**config.mk**
```make
export PLATFORM = sky130hd
export DESIGN_NAME = instruction_stream_decoder
export DESIGN_NICKNAME = d
export VERILOG_FILES = /design/src/hw/rtl/isd_pkg.sv /design/src/hw/rtl/isd_decode.sv /design/src/hw/rtl/instruction_stream_decoder.sv
export SDC_FILE = /design/constraint.sdc
export NUM_CORES = 1
export LEC_CHECK = 0
export BUFFER_PORTS_ARGS = -buffer_cell sky130_fd_sc_hd__buf_2
export CAP_MARGIN = 20
export CELL_PAD_IN_SITES_DETAIL_PLACEMENT = 2
export CELL_PAD_IN_SITES_GLOBAL_PLACEMENT = 2
export CORE_MARGIN = 3
export CORE_UTILIZATION = 40
export CTS_CLUSTER_SIZE = 40
export DETAILED_ROUTE_END_ITERATION = 6
export PLACE_DENSITY = 0.93
export SLEW_MARGIN = 20
export SYNTH_ARGS = -nofsm -noshare
export SYNTH_HDL_FRONTEND = slang
export SYNTH_SLANG_ARGS = --single-unit
```
**constraint.sdc**
```tcl
create_clock -name i_clk -period 11.5 [get_ports i_clk]
set_clock_uncertainty 0.15 [all_clocks]
set_input_delay 1.15 -clock i_clk [delete_from_list [all_inputs] [get_ports i_clk]]
set_output_delay 1.15 -clock i_clk [all_outputs]
set_load 0.02 [all_outputs]
```
**src/hw/rtl/isd_pkg.sv**
```systemverilog
`timescale 1ns / 1ps
`default_nettype none
package isd_pkg;

    localparam int unsigned AddrWidth = 32;

    localparam logic [6:0] OP_NOP     = 7'd18;
    localparam logic [6:0] OP_CPY     = 7'd19;
    localparam logic [6:0] OP_J       = 7'd33;
    localparam logic [6:0] OP_JZ      = 7'd34;
    localparam logic [6:0] OP_JNZ     = 7'd35;
    localparam logic [6:0] OP_RLI16   = 7'd37;
    localparam logic [6:0] OP_RLI32   = 7'd38;
    localparam logic [6:0] OP_DRLI    = 7'd39;
    localparam logic [6:0] OP_INC16   = 7'd40;
    localparam logic [6:0] OP_LI16    = 7'd42;
    localparam logic [6:0] OP_LI32    = 7'd43;
    localparam logic [6:0] OP_LI8     = 7'd94;
    localparam logic [6:0] OP_INC8    = 7'd95;
    localparam logic [6:0] OP_RLI8    = 7'd96;
    localparam logic [6:0] OP_PREEMPT = 7'd97;
    localparam logic [6:0] OP_UNKNOWN = 7'd98;

    localparam logic [3:0] REG_REL = 4'd13;

    localparam logic [2:0] LEN_2 = 3'd2;
    localparam logic [2:0] LEN_4 = 3'd4;
    localparam logic [2:0] LEN_6 = 3'd6;

    typedef enum logic [3:0] {
        PH_OPCODE = 4'b0001,
        PH_IMM16  = 4'b0010,
        PH_LOW    = 4'b0100,
        PH_HIGH   = 4'b1000
    } t_phase;

    typedef struct packed {
        logic [7:0]  opcode_byte;
        logic [7:0]  operand_byte;
        logic [31:0] halfword_addr;
    } t_in_item;

    typedef struct packed {
        logic [6:0]         operation;
        logic [3:0]         reg_first;
        logic [3:0]         reg_second;
        logic [2:0]         length_bytes;
        logic signed [31:0] immediate;
        logic               has_immediate;
        logic               target_valid;
        logic [31:0]        target_addr;
    } t_out_item;

    // Operation number for an opcode byte; OP_UNKNOWN when not a fixed opcode.
    function automatic logic [6:0] op_lookup(input logic [7:0] b);
        logic [6:0] r;
        r = OP_UNKNOWN;
        case (b)
            8'hb8: r = 7'd0;  8'hb9: r = 7'd1;  8'hca: r = 7'd2;  8'hcb: r = 7'd3;
            8'hce: r = 7'd4;  8'hcf: r = 7'd5;  8'hc8: r = 7'd6;  8'hc9: r = 7'd7;
            8'hcc: r = 7'd8;  8'hcd: r = 7'd9;  8'hd8: r = 7'd10; 8'hd9: r = 7'd11;
            8'hda: r = 7'd12; 8'hdb: r = 7'd13; 8'hc3: r = 7'd14; 8'hc4: r = 7'd15;
            8'hc5: r = 7'd16; 8'hc6: r = 7'd17; 8'hc7: r = 7'd19; 8'hc0: r = 7'd20;
            8'hc1: r = 7'd21; 8'hc2: r = 7'd22; 8'hba: r = 7'd23; 8'hbb: r = 7'd24;
            8'hbc: r = 7'd25; 8'hbd: r = 7'd26; 8'hbe: r = 7'd27; 8'hbf: r = 7'd28;
            8'hb0: r = 7'd29; 8'hb1: r = 7'd30; 8'hb2: r = 7'd31; 8'hb3: r = 7'd32;
            8'hd0: r = 7'd34; 8'hd1: r = 7'd35; 8'hd2: r = 7'd36; 8'had: r = 7'd37;
            8'hae: r = 7'd38; 8'hac: r = 7'd39; 8'ha1: r = 7'd40; 8'ha2: r = 7'd41;
            8'ha9: r = 7'd42; 8'haa: r = 7'd43; 8'hf4: r = 7'd44; 8'hf5: r = 7'd45;
            8'hf6: r = 7'd46; 8'hf0: r = 7'd47; 8'hf1: r = 7'd48; 8'hf2: r = 7'd49;
            8'h74: r = 7'd50; 8'h75: r = 7'd51; 8'h76: r = 7'd52; 8'h70: r = 7'd53;
            8'h71: r = 7'd54; 8'h72: r = 7'd55; 8'hf8: r = 7'd56; 8'hf9: r = 7'd57;
            8'hfa: r = 7'd58; 8'hfc: r = 7'd59; 8'hfd: r = 7'd60; 8'hfe: r = 7'd61;
            8'h00: r = 7'd62; 8'h01: r = 7'd63; 8'h02: r = 7'd64; 8'h03: r = 7'd65;
            8'h04: r = 7'd66; 8'h05: r = 7'd67; 8'h07: r = 7'd68; 8'h39: r = 7'd69;
            8'h3c: r = 7'd70; 8'h3d: r = 7'd71; 8'h3e: r = 7'd72; 8'h3f: r = 7'd73;
            8'h38: r = 7'd74; 8'h3a: r = 7'd75; 8'h3b: r = 7'd76; 8'h79: r = 7'd77;
            8'h7a: r = 7'd78; 8'h7b: r = 7'd79; 8'h28: r = 7'd80; 8'h29: r = 7'd81;
            8'h2a: r = 7'd82; 8'h2b: r = 7'd83; 8'h2c: r = 7'd84; 8'h2d: r = 7'd85;
            8'h2e: r = 7'd86; 8'h2f: r = 7'd87; 8'h10: r = 7'd88; 8'h11: r = 7'd89;
            8'h12: r = 7'd90; 8'h13: r = 7'd91; 8'h14: r = 7'd92; 8'h15: r = 7'd93;
            default: r = OP_UNKNOWN;
        endcase
        return r;
    endfunction

endpackage
`default_nettype wire

```
**src/hw/rtl/isd_decode.sv**
```systemverilog
`timescale 1ns / 1ps
`default_nettype none
module isd_decode (
    input  wire               i_clk,
    input  wire               i_rst_n,
    input  wire               i_step,
    input  isd_pkg::t_in_item i_item,
    output logic              o_emit,
    output isd_pkg::t_out_item o_result
);
    import isd_pkg::*;

    t_phase      r_phase, n_phase;
    logic [6:0]  r_pend_op, n_pend_op;
    logic [7:0]  r_pend_regs, n_pend_regs;
    logic [31:0] r_pend_addr, n_pend_addr;
    logic [15:0] r_pend_low, n_pend_low;
    logic [31:0] r_last_imm, n_last_imm;

    logic [15:0] half;
    logic [6:0]  op_map;
    logic [6:0]  op;
    logic [3:0]  nib_hi;
    logic [7:0]  nib_val;
    logic        nib_form;
    logic [31:0] imm;
    logic [31:0] base_addr;
    logic [2:0]  len;
    logic [7:0]  regs;
    logic        has_imm;
    logic        rel;
    logic        jump_form;

    assign half   = {i_item.operand_byte, i_item.opcode_byte};
    assign op_map = op_lookup(i_item.opcode_byte);
    assign nib_hi = i_item.opcode_byte[7:4];
    assign nib_val = {i_item.opcode_byte[3:0], i_item.operand_byte[3:0]};
    assign nib_form = (op_map == OP_UNKNOWN) &&
                      ((nib_hi == 4'h8 && i_item.operand_byte != 8'd0) ||
                       nib_hi == 4'h9 || nib_hi == 4'he);

    always_comb begin
        n_phase     = r_phase;
        n_pend_op   = r_pend_op;
        n_pend_regs = r_pend_regs;
        n_pend_addr = r_pend_addr;
        n_pend_low  = r_pend_low;
        n_last_imm  = r_last_imm;
        o_emit      = 1'b0;
        op          = op_map;
        regs        = i_item.operand_byte;
        len         = LEN_2;
        imm         = 32'd0;
        has_imm     = 1'b0;
        base_addr   = i_item.halfword_addr;
        jump_form   = 1'b0;
        unique case (r_phase)
            PH_IMM16: begin
                o_emit = 1'b1;
                op = r_pend_op; regs = r_pend_regs; base_addr = r_pend_addr;
                len = LEN_4;
                imm = {{16{half[15]}}, half};
                has_imm = 1'b1;
                n_phase = PH_OPCODE;
            end
            PH_LOW: begin
                n_pend_low = half;
                n_phase = PH_HIGH;
            end
            PH_HIGH: begin
                o_emit = 1'b1;
                op = r_pend_op; regs = r_pend_regs; base_addr = r_pend_addr;
                len = LEN_6;
                imm = {half, r_pend_low};
                has_imm = 1'b1;
                n_phase = PH_OPCODE;
            end
            default: begin
                o_emit = 1'b1;
                if (op_map != OP_UNKNOWN) begin
                    if (op_map == OP_CPY && i_item.operand_byte == 8'd0) begin
                        op = OP_NOP;
                    end
                    if (op_map == OP_JZ || op_map == OP_JNZ) begin
                        jump_form = 1'b1;
                        if (i_item.operand_byte[7:4] == i_item.operand_byte[3:0]) begin
                            op = OP_J;
                        end
                    end else if (op_map >= OP_RLI16 && op_map <= OP_LI32) begin
                        o_emit = 1'b0;
                        n_pend_op = op_map;
                        n_pend_regs = i_item.operand_byte;
                        n_pend_addr = i_item.halfword_addr;
                        n_phase = (op_map == OP_RLI16 || op_map == OP_INC16 ||
                                   op_map == OP_LI16) ? PH_IMM16 : PH_LOW;
                    end
                end else if (nib_form) begin
                    if (nib_hi == 4'h9 && i_item.operand_byte == 8'd0 &&
                        i_item.opcode_byte[3:0] == 4'd0) begin
                        op = OP_PREEMPT;
                    end else begin
                        op = (nib_hi == 4'h8) ? OP_LI8 :
                             (nib_hi == 4'h9) ? OP_INC8 : OP_RLI8;
                        imm = {{24{nib_val[7]}}, nib_val};
                        has_imm = 1'b1;
                    end
                end
            end
        endcase
        if (i_step && o_emit && has_imm) begin
            n_last_imm = imm;
        end
        if (!i_step) begin
            n_phase = r_phase; n_pend_op = r_pend_op; n_pend_regs = r_pend_regs;
            n_pend_addr = r_pend_addr; n_pend_low = r_pend_low;
        end
    end

    assign rel = has_imm && (op == OP_RLI16 || op == OP_RLI32 || op == OP_DRLI ||
                             op == OP_RLI8);

    always_comb begin
        o_result.operation     = op;
        o_result.reg_first     = regs[7:4];
        o_result.reg_second    = regs[3:0];
        o_result.length_bytes  = len;
        o_result.immediate     = imm;
        o_result.has_immediate = has_imm;
        o_result.target_valid  = 1'b0;
        o_result.target_addr   = 32'd0;
        if (jump_form && regs[3:0] == REG_REL) begin
            o_result.target_valid = 1'b1;
            o_result.target_addr  = base_addr + r_last_imm;
        end else if (rel) begin
            o_result.target_valid = 1'b1;
            o_result.target_addr  = base_addr + {29'd0, len} + imm;
        end
    end

    always_ff @(posedge i_clk) begin
        if (!i_rst_n) begin
            r_phase     <= PH_OPCODE;
            r_pend_op   <= 7'd0;
            r_pend_regs <= 8'd0;
            r_pend_addr <= 32'd0;
            r_pend_low  <= 16'd0;
            r_last_imm  <= 32'd0;
        end else begin
            r_phase     <= n_phase;
            r_pend_op   <= n_pend_op;
            r_pend_regs <= n_pend_regs;
            r_pend_addr <= n_pend_addr;
            r_pend_low  <= n_pend_low;
            r_last_imm  <= n_last_imm;
        end
    end

    assert property (@(posedge i_clk) disable iff (!i_rst_n)
        (i_step && r_phase == PH_LOW) |=> r_phase == PH_HIGH)
        else $error("low half not followed by high half");
    assert property (@(posedge i_clk) disable iff (!i_rst_n)
        (r_phase == PH_LOW) |-> !o_emit)
        else $error("result on a low immediate half");
    assert property (@(posedge i_clk) disable iff (!i_rst_n)
        (o_emit && r_phase == PH_HIGH) |-> o_result.length_bytes == LEN_6)
        else $error("32-bit immediate form with wrong length");
endmodule
`default_nettype wire

```
**src/hw/rtl/instruction_stream_decoder.sv**
```systemverilog
`timescale 1ns / 1ps
`default_nettype none
// Instruction stream decoder.
// Input channel: one request per halfword (opcode byte, operand byte and the
// halfword's address) on i_in_valid / o_in_ready. Output channel: one decoded
// instruction per complete instruction on o_out_valid / i_out_ready.
// A halfword is decoded in the cycle it is accepted and the instruction is
// presented from the output register on the next cycle. Halfwords that only
// start or continue a longer instruction produce nothing.
// Throughput is one halfword per cycle unless a waiting result is stalled;
// the single output register is refilled in the same cycle it is drained.
// When the receiver stalls with a result waiting, o_in_ready stays high only
// for halfwords that produce no result, so nothing is lost.
// Reset (synchronous, active low) returns the decoder to expecting an opcode
// halfword, clears the remembered last immediate and empties the output.
module instruction_stream_decoder (
    input  wire                 i_clk,
    input  wire                 i_rst_n,
    input  wire                 i_in_valid,
    output logic                o_in_ready,
    input  isd_pkg::t_in_item   i_in_data,
    output logic                o_out_valid,
    input  wire                 i_out_ready,
    output isd_pkg::t_out_item  o_out_data
);
    import isd_pkg::*;

    logic      step;
    logic      emit;
    logic      free;
    t_out_item result;
    logic      r_valid;
    t_out_item r_data;

    isd_decode u_decode (
        .i_clk   (i_clk),
        .i_rst_n (i_rst_n),
        .i_step  (step),
        .i_item  (i_in_data),
        .o_emit  (emit),
        .o_result(result)
    );

    assign free       = !r_valid || i_out_ready;
    assign o_in_ready = free || !emit;
    assign step       = i_in_valid && o_in_ready;

    always_ff @(posedge i_clk) begin
        if (!i_rst_n) begin
            r_valid <= 1'b0;
        end else if (free) begin
            r_valid <= step && emit;
        end
    end

    always_ff @(posedge i_clk) begin
        if (free && step && emit) begin
            r_data <= result;
        end
    end

    assign o_out_valid = r_valid;
    assign o_out_data  = r_data;

    assert property (@(posedge i_clk) disable iff (!i_rst_n)
        (r_valid && !i_out_ready) |=> r_valid)
        else $error("pending result dropped");
    assert property (@(posedge i_clk) disable iff (!i_rst_n)
        (step && emit) |=> r_valid)
        else $error("result not registered");
    assert property (@(posedge i_clk) disable iff (!i_rst_n)
        (r_valid && !i_out_ready) |-> !(step && emit))
        else $error("result overwritten");
endmodule
`default_nettype wire
```
==> results of run 1 <==
worst max path at each step:
| stage | startpoint | end | slack [ps] | cells past startpoint |
|---|---|---|---|---|
| 3_3_place_gp | i_in_data[42] | o_out_data[29] | 4690 | 21 |
| 4_1_cts | i_in_data[33] | o_out_data[30] | 4710 | 21 |
| 3_5_place_dp | i_in_data[36] | o_out_data[30] | 4280 | 21 |
| 5_1_grt | i_in_data[33] | o_out_data[29] | 4220 | 22 |
| 2_1_floorplan | i_in_data[41] | o_out_data[0] | 3950 | 12 |
| 6_report | i_in_data[33] | o_out_data[30] | 4650 | 21 |
critical path, cell delays in order:
cell       delay, ps
buf_2            210
or4_1            570
nor2_1           260
nand4_1          180
nor2_1           190
nor2_1           140
a222oi_1         480
inv_1            160
ha_1             380
ha_1             340
a211oi_1         460
o21a_1           220
o31ai_1          100
a2bb2oi_1        200
a221oi_2         530
o31ai_1          220
o41a_1           400
a41oi_1          360
mux2i_1          140
o21ai_1          150
o21ai_1           80
stage by stage:
step	power, mW	instances
floorplan	0.953	1413
global placement	1.04	1871
detailed placement	1.06	1871
CTS	1.69	1903
global route	1.74	1905
finish	1.68	1905
layout make-up:
class / instances / area (um2)
timing repair buffer: 149 / 818
inverter: 37 / 139
clock buffer: 20 / 468
clock inverter: 12 / 140
multi-input combinational: 1108 / 7470
fill: 3361 / 16600
tap: 396 / 495
sequential: 183 / 4490
per-layer routing:
metal  GRT usage, %  wire length [um]  vias to the layer above
met3           5.30              2490                      123
met5              0                56                        -
li1               -                 -                     5239
met4           12.6              1810                        8
met2           52.4             25300                      393
met1           35.2             20100                     5913
sequential cells by signal, summed over array words and instances, names as in the netlist:
| register | flops |
|---|---|
| o_out_data | 83 |
| o_out_valid | 1 |
| u_decode.r_last_imm | 32 |
| u_decode.r_pend_addr | 32 |
| u_decode.r_pend_low | 16 |
| u_decode.r_pend_op | 7 |
| u_decode.r_pend_regs | 8 |
| u_decode.r_phase | 4 |
kinds of logic (layout without fill, tap and decap cells):
group	after synthesis	count (layout)	synth area share [%]
other	1	1	0.0300
XOR/XNOR	58	58	4.06
buffers and inverters	122	218	4.64
flip-flops	183	183	35.9
AO/OA/AOI/OAI	394	394	22.7
multiplexers	39	39	3.18
adder cells (fa/ha/maj)	107	107	10.9
AND/OR/NAND/NOR	509	509	18.5
cell usage in the layout, fill, tap and decap left out, types with 23 or more instances in the layout:
cell,instances
xnor2_1,35
a21o_1,55
edfxtp_1,83
ha_1,104
nor2b_1,48
nor2_1,52
o21ai_1,25
a21boi_0,54
inv_1,35
mux2i_1,36
a21oi_1,59
dfxtp_1,100
nand2_1,299
o21ai_0,53
xor2_1,23
buf_2,136
power groups by stage:
| stage | registers, mW | logic [mW] | clock network [mW] |
|---|---|---|---|
| floorplan | 0.766 | 0.187 | 0 |
| global placement | 0.736 | 0.300 | 0 |
| detailed placement | 0.737 | 0.320 | 0 |
| CTS | 0.723 | 0.326 | 0.636 |
| global route | 0.725 | 0.357 | 0.659 |
| finish | 0.723 | 0.331 | 0.623 |
==> reports/metrics.cfg, run 1 <==
[logic_synthesis]
netlist_area_um2=12500
yosysTopAreaCell=edfxtp_1
ys_warn_count=0
ys_seq_area_share_pct=35.9
syn_area_per_cell_um2=8.85
synth_area_leaders=edfxtp_1 (20%), dfxtp_1 (16%), ha_1 (10%)
yosysMostFrequentCell=nand2_1
synth_top_area_share_pct=19.9
synth_common_cells=nand2_1 (300), ha_1 (104), dfxtp_1 (100), edfxtp_1 (83), a21oi_1 (59)
netlist_instances=1413
async_flop_share_pct=0
syn_nets=1572
synth_flop_cell=dfxtp_1
synth_seq_cells=183
synthDistinctLibCells=91
synth_edf_count=83

[detailed_routing]
antenna_left=0
drc=0
dr.pass1.iters=6
wl_per_cell_um=26.1
wirelength_mm=49.8
via_per_inst=6.13
vias=11700
drt_iter0_drc=970

[finish]
final_nets=1655
drive_gt1_share_pct=14.2
final_area_um2=14000
n_antenna_cell=0
area_growth_pct=12.1
utilization_pct=45.7

[critical_path]
arrival_ps=6910
critPathRequiredTime_ps=11560
cp-start-kind=input pin
r2r-end=o_out_data[29]
end_kind=register
ff2ff_path_depth=23
r2r_start=u_decode.r_phase[3]
crit_path_max_fanout=9
worstSetupPathType=in2reg
regToRegSetupSlack_ps=5150

[pwr]
peakVddDrop_mv=0.105
intPower_mw=1.16
p_sw_mw=0.514
pwr-share-seq_pct=43.1
p_sw_share_pct=30.6
combPwrFrac_pct=19.7
power_per_cell_area_nw_per_um2=120
clkPwrFrac_pct=37.2
p_leak_nw=6.18

[placement]
portBuffers=136
place_ws_ps=4280
dpl_cell_area_um2=13400
place_hpwl_mm=34.8
gp_congestion=0.871

[clocking]
clkTransAtPathRegs_ps=70
cts_made_buffers=17
cts_setup_buffers=0
cts_resized=0
cts_buffer_depth=2
clock-sinks=183
htreeDepth=4
cts_tree=yes
ctsHoldBuffers=0
root_buffer=clkbuf_16
clk_latency_ps=460

[timing]
fmaxAchievable_mhz=146
period_needed_ps=6850
worst_slack_ps=4650
hold_violations=0
finalSetupTns_ps=0
slew_viol_final=0
tightest_slew_ps=1020
setup_viol=0
whs_ps=326
rsz0062_at_grt=false
fin_crit_sh_pct=59.5
slew_headroom_pct=31.7

[die]
dieArea_um2=33400
die_h_um=183
die_w_um=183
pin_count=138
initial_utilization_pct=40.8
rows=64
core-area_um2=30700

[global_routing]
grt_overflow=0
grt_pass1_vias=13000
grt_pass1_wl_mm=77.1
grt_usage_pct=29.6
grt_start_max_net_pins=101
antenna_found_initial=4

[outcome]
status=finished, final reports clean

[min_path]
hold_end=u_decode.r_pend_addr[27]
hold_depth=2
hp-class=reg2reg
worstHoldStart=u_decode.r_pend_addr[27]

[flow_run]
max-cap-violations=0

(Power assumes the default switching activity.)
==> run 2, diff against run 1 <==
Settings changed: CORE_UTILIZATION 40 to 37, PLACE_DENSITY 0.93 to 0.87.
Clock period 11.5 ns to 6.3 ns, I/O delays scaled along.
==> run 2 against run 1 <==
  * Flip-flop and latch count stayed put
  * Routed wire length is 2.9% higher
  * First-iteration DRC count is 3.6% lower
  * Global-route usage is 1.5 points lower
  * Non-clock buffer count is 30 higher
  * Combinational power is 89% higher
  * Power is 83% higher
  * Setup slack worse by 4300 ps
  * Cell count is 4.0% higher
  * Largest power group unchanged
  * Critical path depth is 3 lower
  * Clock power is 78% higher
==> reports/metrics.cfg, run 2 (synthesis results as in run 1) <==
[detailed_routing]
drc=0  ; unchanged
antenna_left=0  ; unchanged
vias=11800  ; +1.4%
via_per_inst=5.98  ; -2.5%
drt_iter0_drc=935  ; -3.6%
wl_per_cell_um=25.8  ; -1.1%
dr.pass1.iters=6  ; unchanged
wirelength_mm=51.2  ; +2.9%

[clocking]
clkTransAtPathRegs_ps=80  ; about the same
clock-sinks=183  ; unchanged
root_buffer=clkbuf_16
cts_tree=yes
ctsHoldBuffers=0  ; unchanged
cts_buffer_depth=2  ; unchanged
htreeDepth=4  ; unchanged
clk_latency_ps=470  ; about the same
cts_made_buffers=17  ; unchanged

[die]
core-area_um2=32900  ; +7.4%
die_w_um=190  ; +3.8%
rows=66  ; +3.1%
initial_utilization_pct=38.0  ; -2.8 points
die_h_um=190  ; +3.8%
dieArea_um2=36000  ; +7.8%
pin_count=138  ; unchanged

[critical_path]
end_kind=register
crit_path_max_fanout=9  ; unchanged
critPathRequiredTime_ps=6370  ; -5190 ps
cp-start-kind=register
worstSetupPathType=reg2reg
cp_cell_sequence=xor2_1, a21oi_2, o211ai_2, nor2_1, a221o_1, ha_1, ha_1, a21o_1, a21oi_1, nand2b_1, a2bb2oi_2, a221oi_4, o31ai_1, o41a_1, a41oi_1, mux2i_1, o21ai_1, o21ai_1
slowest_stage=nor2_1
arrival_ps=6050  ; -860 ps
cpPeakStageDelay_ps=710  ; +140 ps

[placement]
portBuffers=136  ; unchanged
placed_cells=1945  ; +4.0%
place_hpwl_mm=35.9  ; +3.2%
gp_congestion=0.894  ; +2.7%
place_ws_ps=-307  ; -4590 ps

[global_routing]
grt_overflow=0  ; unchanged
grt_pass1_wl_mm=78.1  ; +1.2%
grt_start_max_net_pins=101  ; unchanged
antenna_found_initial=0  ; -4
grt_usage_pct=28.1  ; -1.5 points
grt_pass1_vias=13200  ; +1.4%

[pwr]
p_leak_nw=6.32  ; +2.3%
pwr-share-seq_pct=43.2  ; about the same
p_sw_mw=0.963  ; +88%
clkPwrFrac_pct=36.4  ; -0.8 points
power_per_cell_area_nw_per_um2=214  ; +79%
peakVddDrop_mv=0.175  ; +66%
combPwrFrac_pct=20.5  ; +0.8 points
p_sw_share_pct=31.4  ; +0.83 points
intPower_mw=2.10  ; +80%

[timing]
fmaxAchievable_mhz=167
hold_violations=0  ; unchanged
slew_viol_final=0  ; unchanged
tightest_slew_ps=1030  ; +7.61 ps
slew_headroom_pct=31.2  ; -0.51 points
fin_crit_sh_pct=94.8
setup_viol=0  ; unchanged
worst_slack_ps=326  ; -4330 ps
period_needed_ps=5970
finalSetupTns_ps=0  ; unchanged

[flow_run]
max-cap-violations=0  ; unchanged

[finish]
n_antenna_cell=0  ; unchanged
final_common_cell=nand2_1
final_nets=1685  ; +1.8%
final_cells=1981  ; +4.0%
most-common-layout-cells=nand2_1 (299), buf_2 (136), ha_1 (104)
drive_gt1_share_pct=16.0  ; +1.9 points
nFillCells=3648  ; +8.5%
area_growth_pct=14.2
largest_register_ffs=83  ; unchanged

[min_path]
hp-class=in2reg

[outcome]
status=finished, final reports clean

-- run 2: final cells by class --
cell class	count	area [um2]	area share, %
Multi-Input combinational cell	1108	7500	52.5
Sequential cell	183	4490	31.5
Timing Repair Buffer	179	1020	7.11
Tap cell	442	553	3.87
Clock buffer	18	429	3.00
Clock inverter	14	149	1.04
Inverter	37	139	0.972
-- run 2: worst paths after layout --
| kind | end | cells past startpoint | from | slack, ps |
|---|---|---|---|---|
| hold / removal | u_decode.r_pend_addr[23] | 3 | i_in_data[23] | 280 |
| hold reg to reg | u_decode.r_pend_addr[22] | 2 | u_decode.r_pend_addr[22] | 330 |
| setup reg to reg | o_out_data[30] | 18 | u_decode.r_phase[3] | 330 |
| setup / recovery | o_out_data[30] | 18 | u_decode.r_phase[3] | 330 |
-- run 2: metrics by stage --
| stage | hold slack, ps | util [%] | instance area (um2) | power (mW) |
|---|---|---|---|---|
| final | 276 | 43.4 | 14300 | 3.06 |
| after global routing | 269 | 43.4 | 14300 | 3.18 |
| after CTS | 258 | 43.1 | 14200 | 3.07 |
| after detailed placement | 313 | 41.4 | 13600 | 1.95 |
| after global placement | 303 | 41.4 | 13600 | 1.92 |
| after floorplan | 282 | - | 12500 | 1.74 |
-- run 2: worst max-delay path, delay by kind of cell (launching register included) --
kind	cells	cell delay (ps)
AOI/OAI and AO/OA	12	3170
and+or+nand+nor	2	870
adders and majority gates	2	670
DFF	1	490
xor gates and xnor gates	1	200
muxes	1	150
-- run 2: per-layer routing --
layer / up-vias / routed length (um) / GRT usage [%]
met5: - / 0 / 0
met4: 0 / 1700 / 11.1
met3: 106 / 2500 / 5.34
met2: 389 / 25100 / 48.0
met1: 6037 / 21900 / 35.0
li1: 5310 / - / -
-- run 2: timing repair --
action / in CTS / in global routing
resized for setup: 0 / 7
buffers inserted: 0 / 4
setup endpoints to repair: 0 / 7
-- run 2: power groups by stage --
stage	clock, mW	sequential [mW]	combinational (mW)
2_1_floorplan	0	1.40	0.342
3_3_place_gp	0	1.34	0.573
3_5_place_dp	0	1.35	0.604
4_1_cts	1.13	1.32	0.616
5_1_grt	1.18	1.33	0.675
6_report	1.11	1.32	0.627
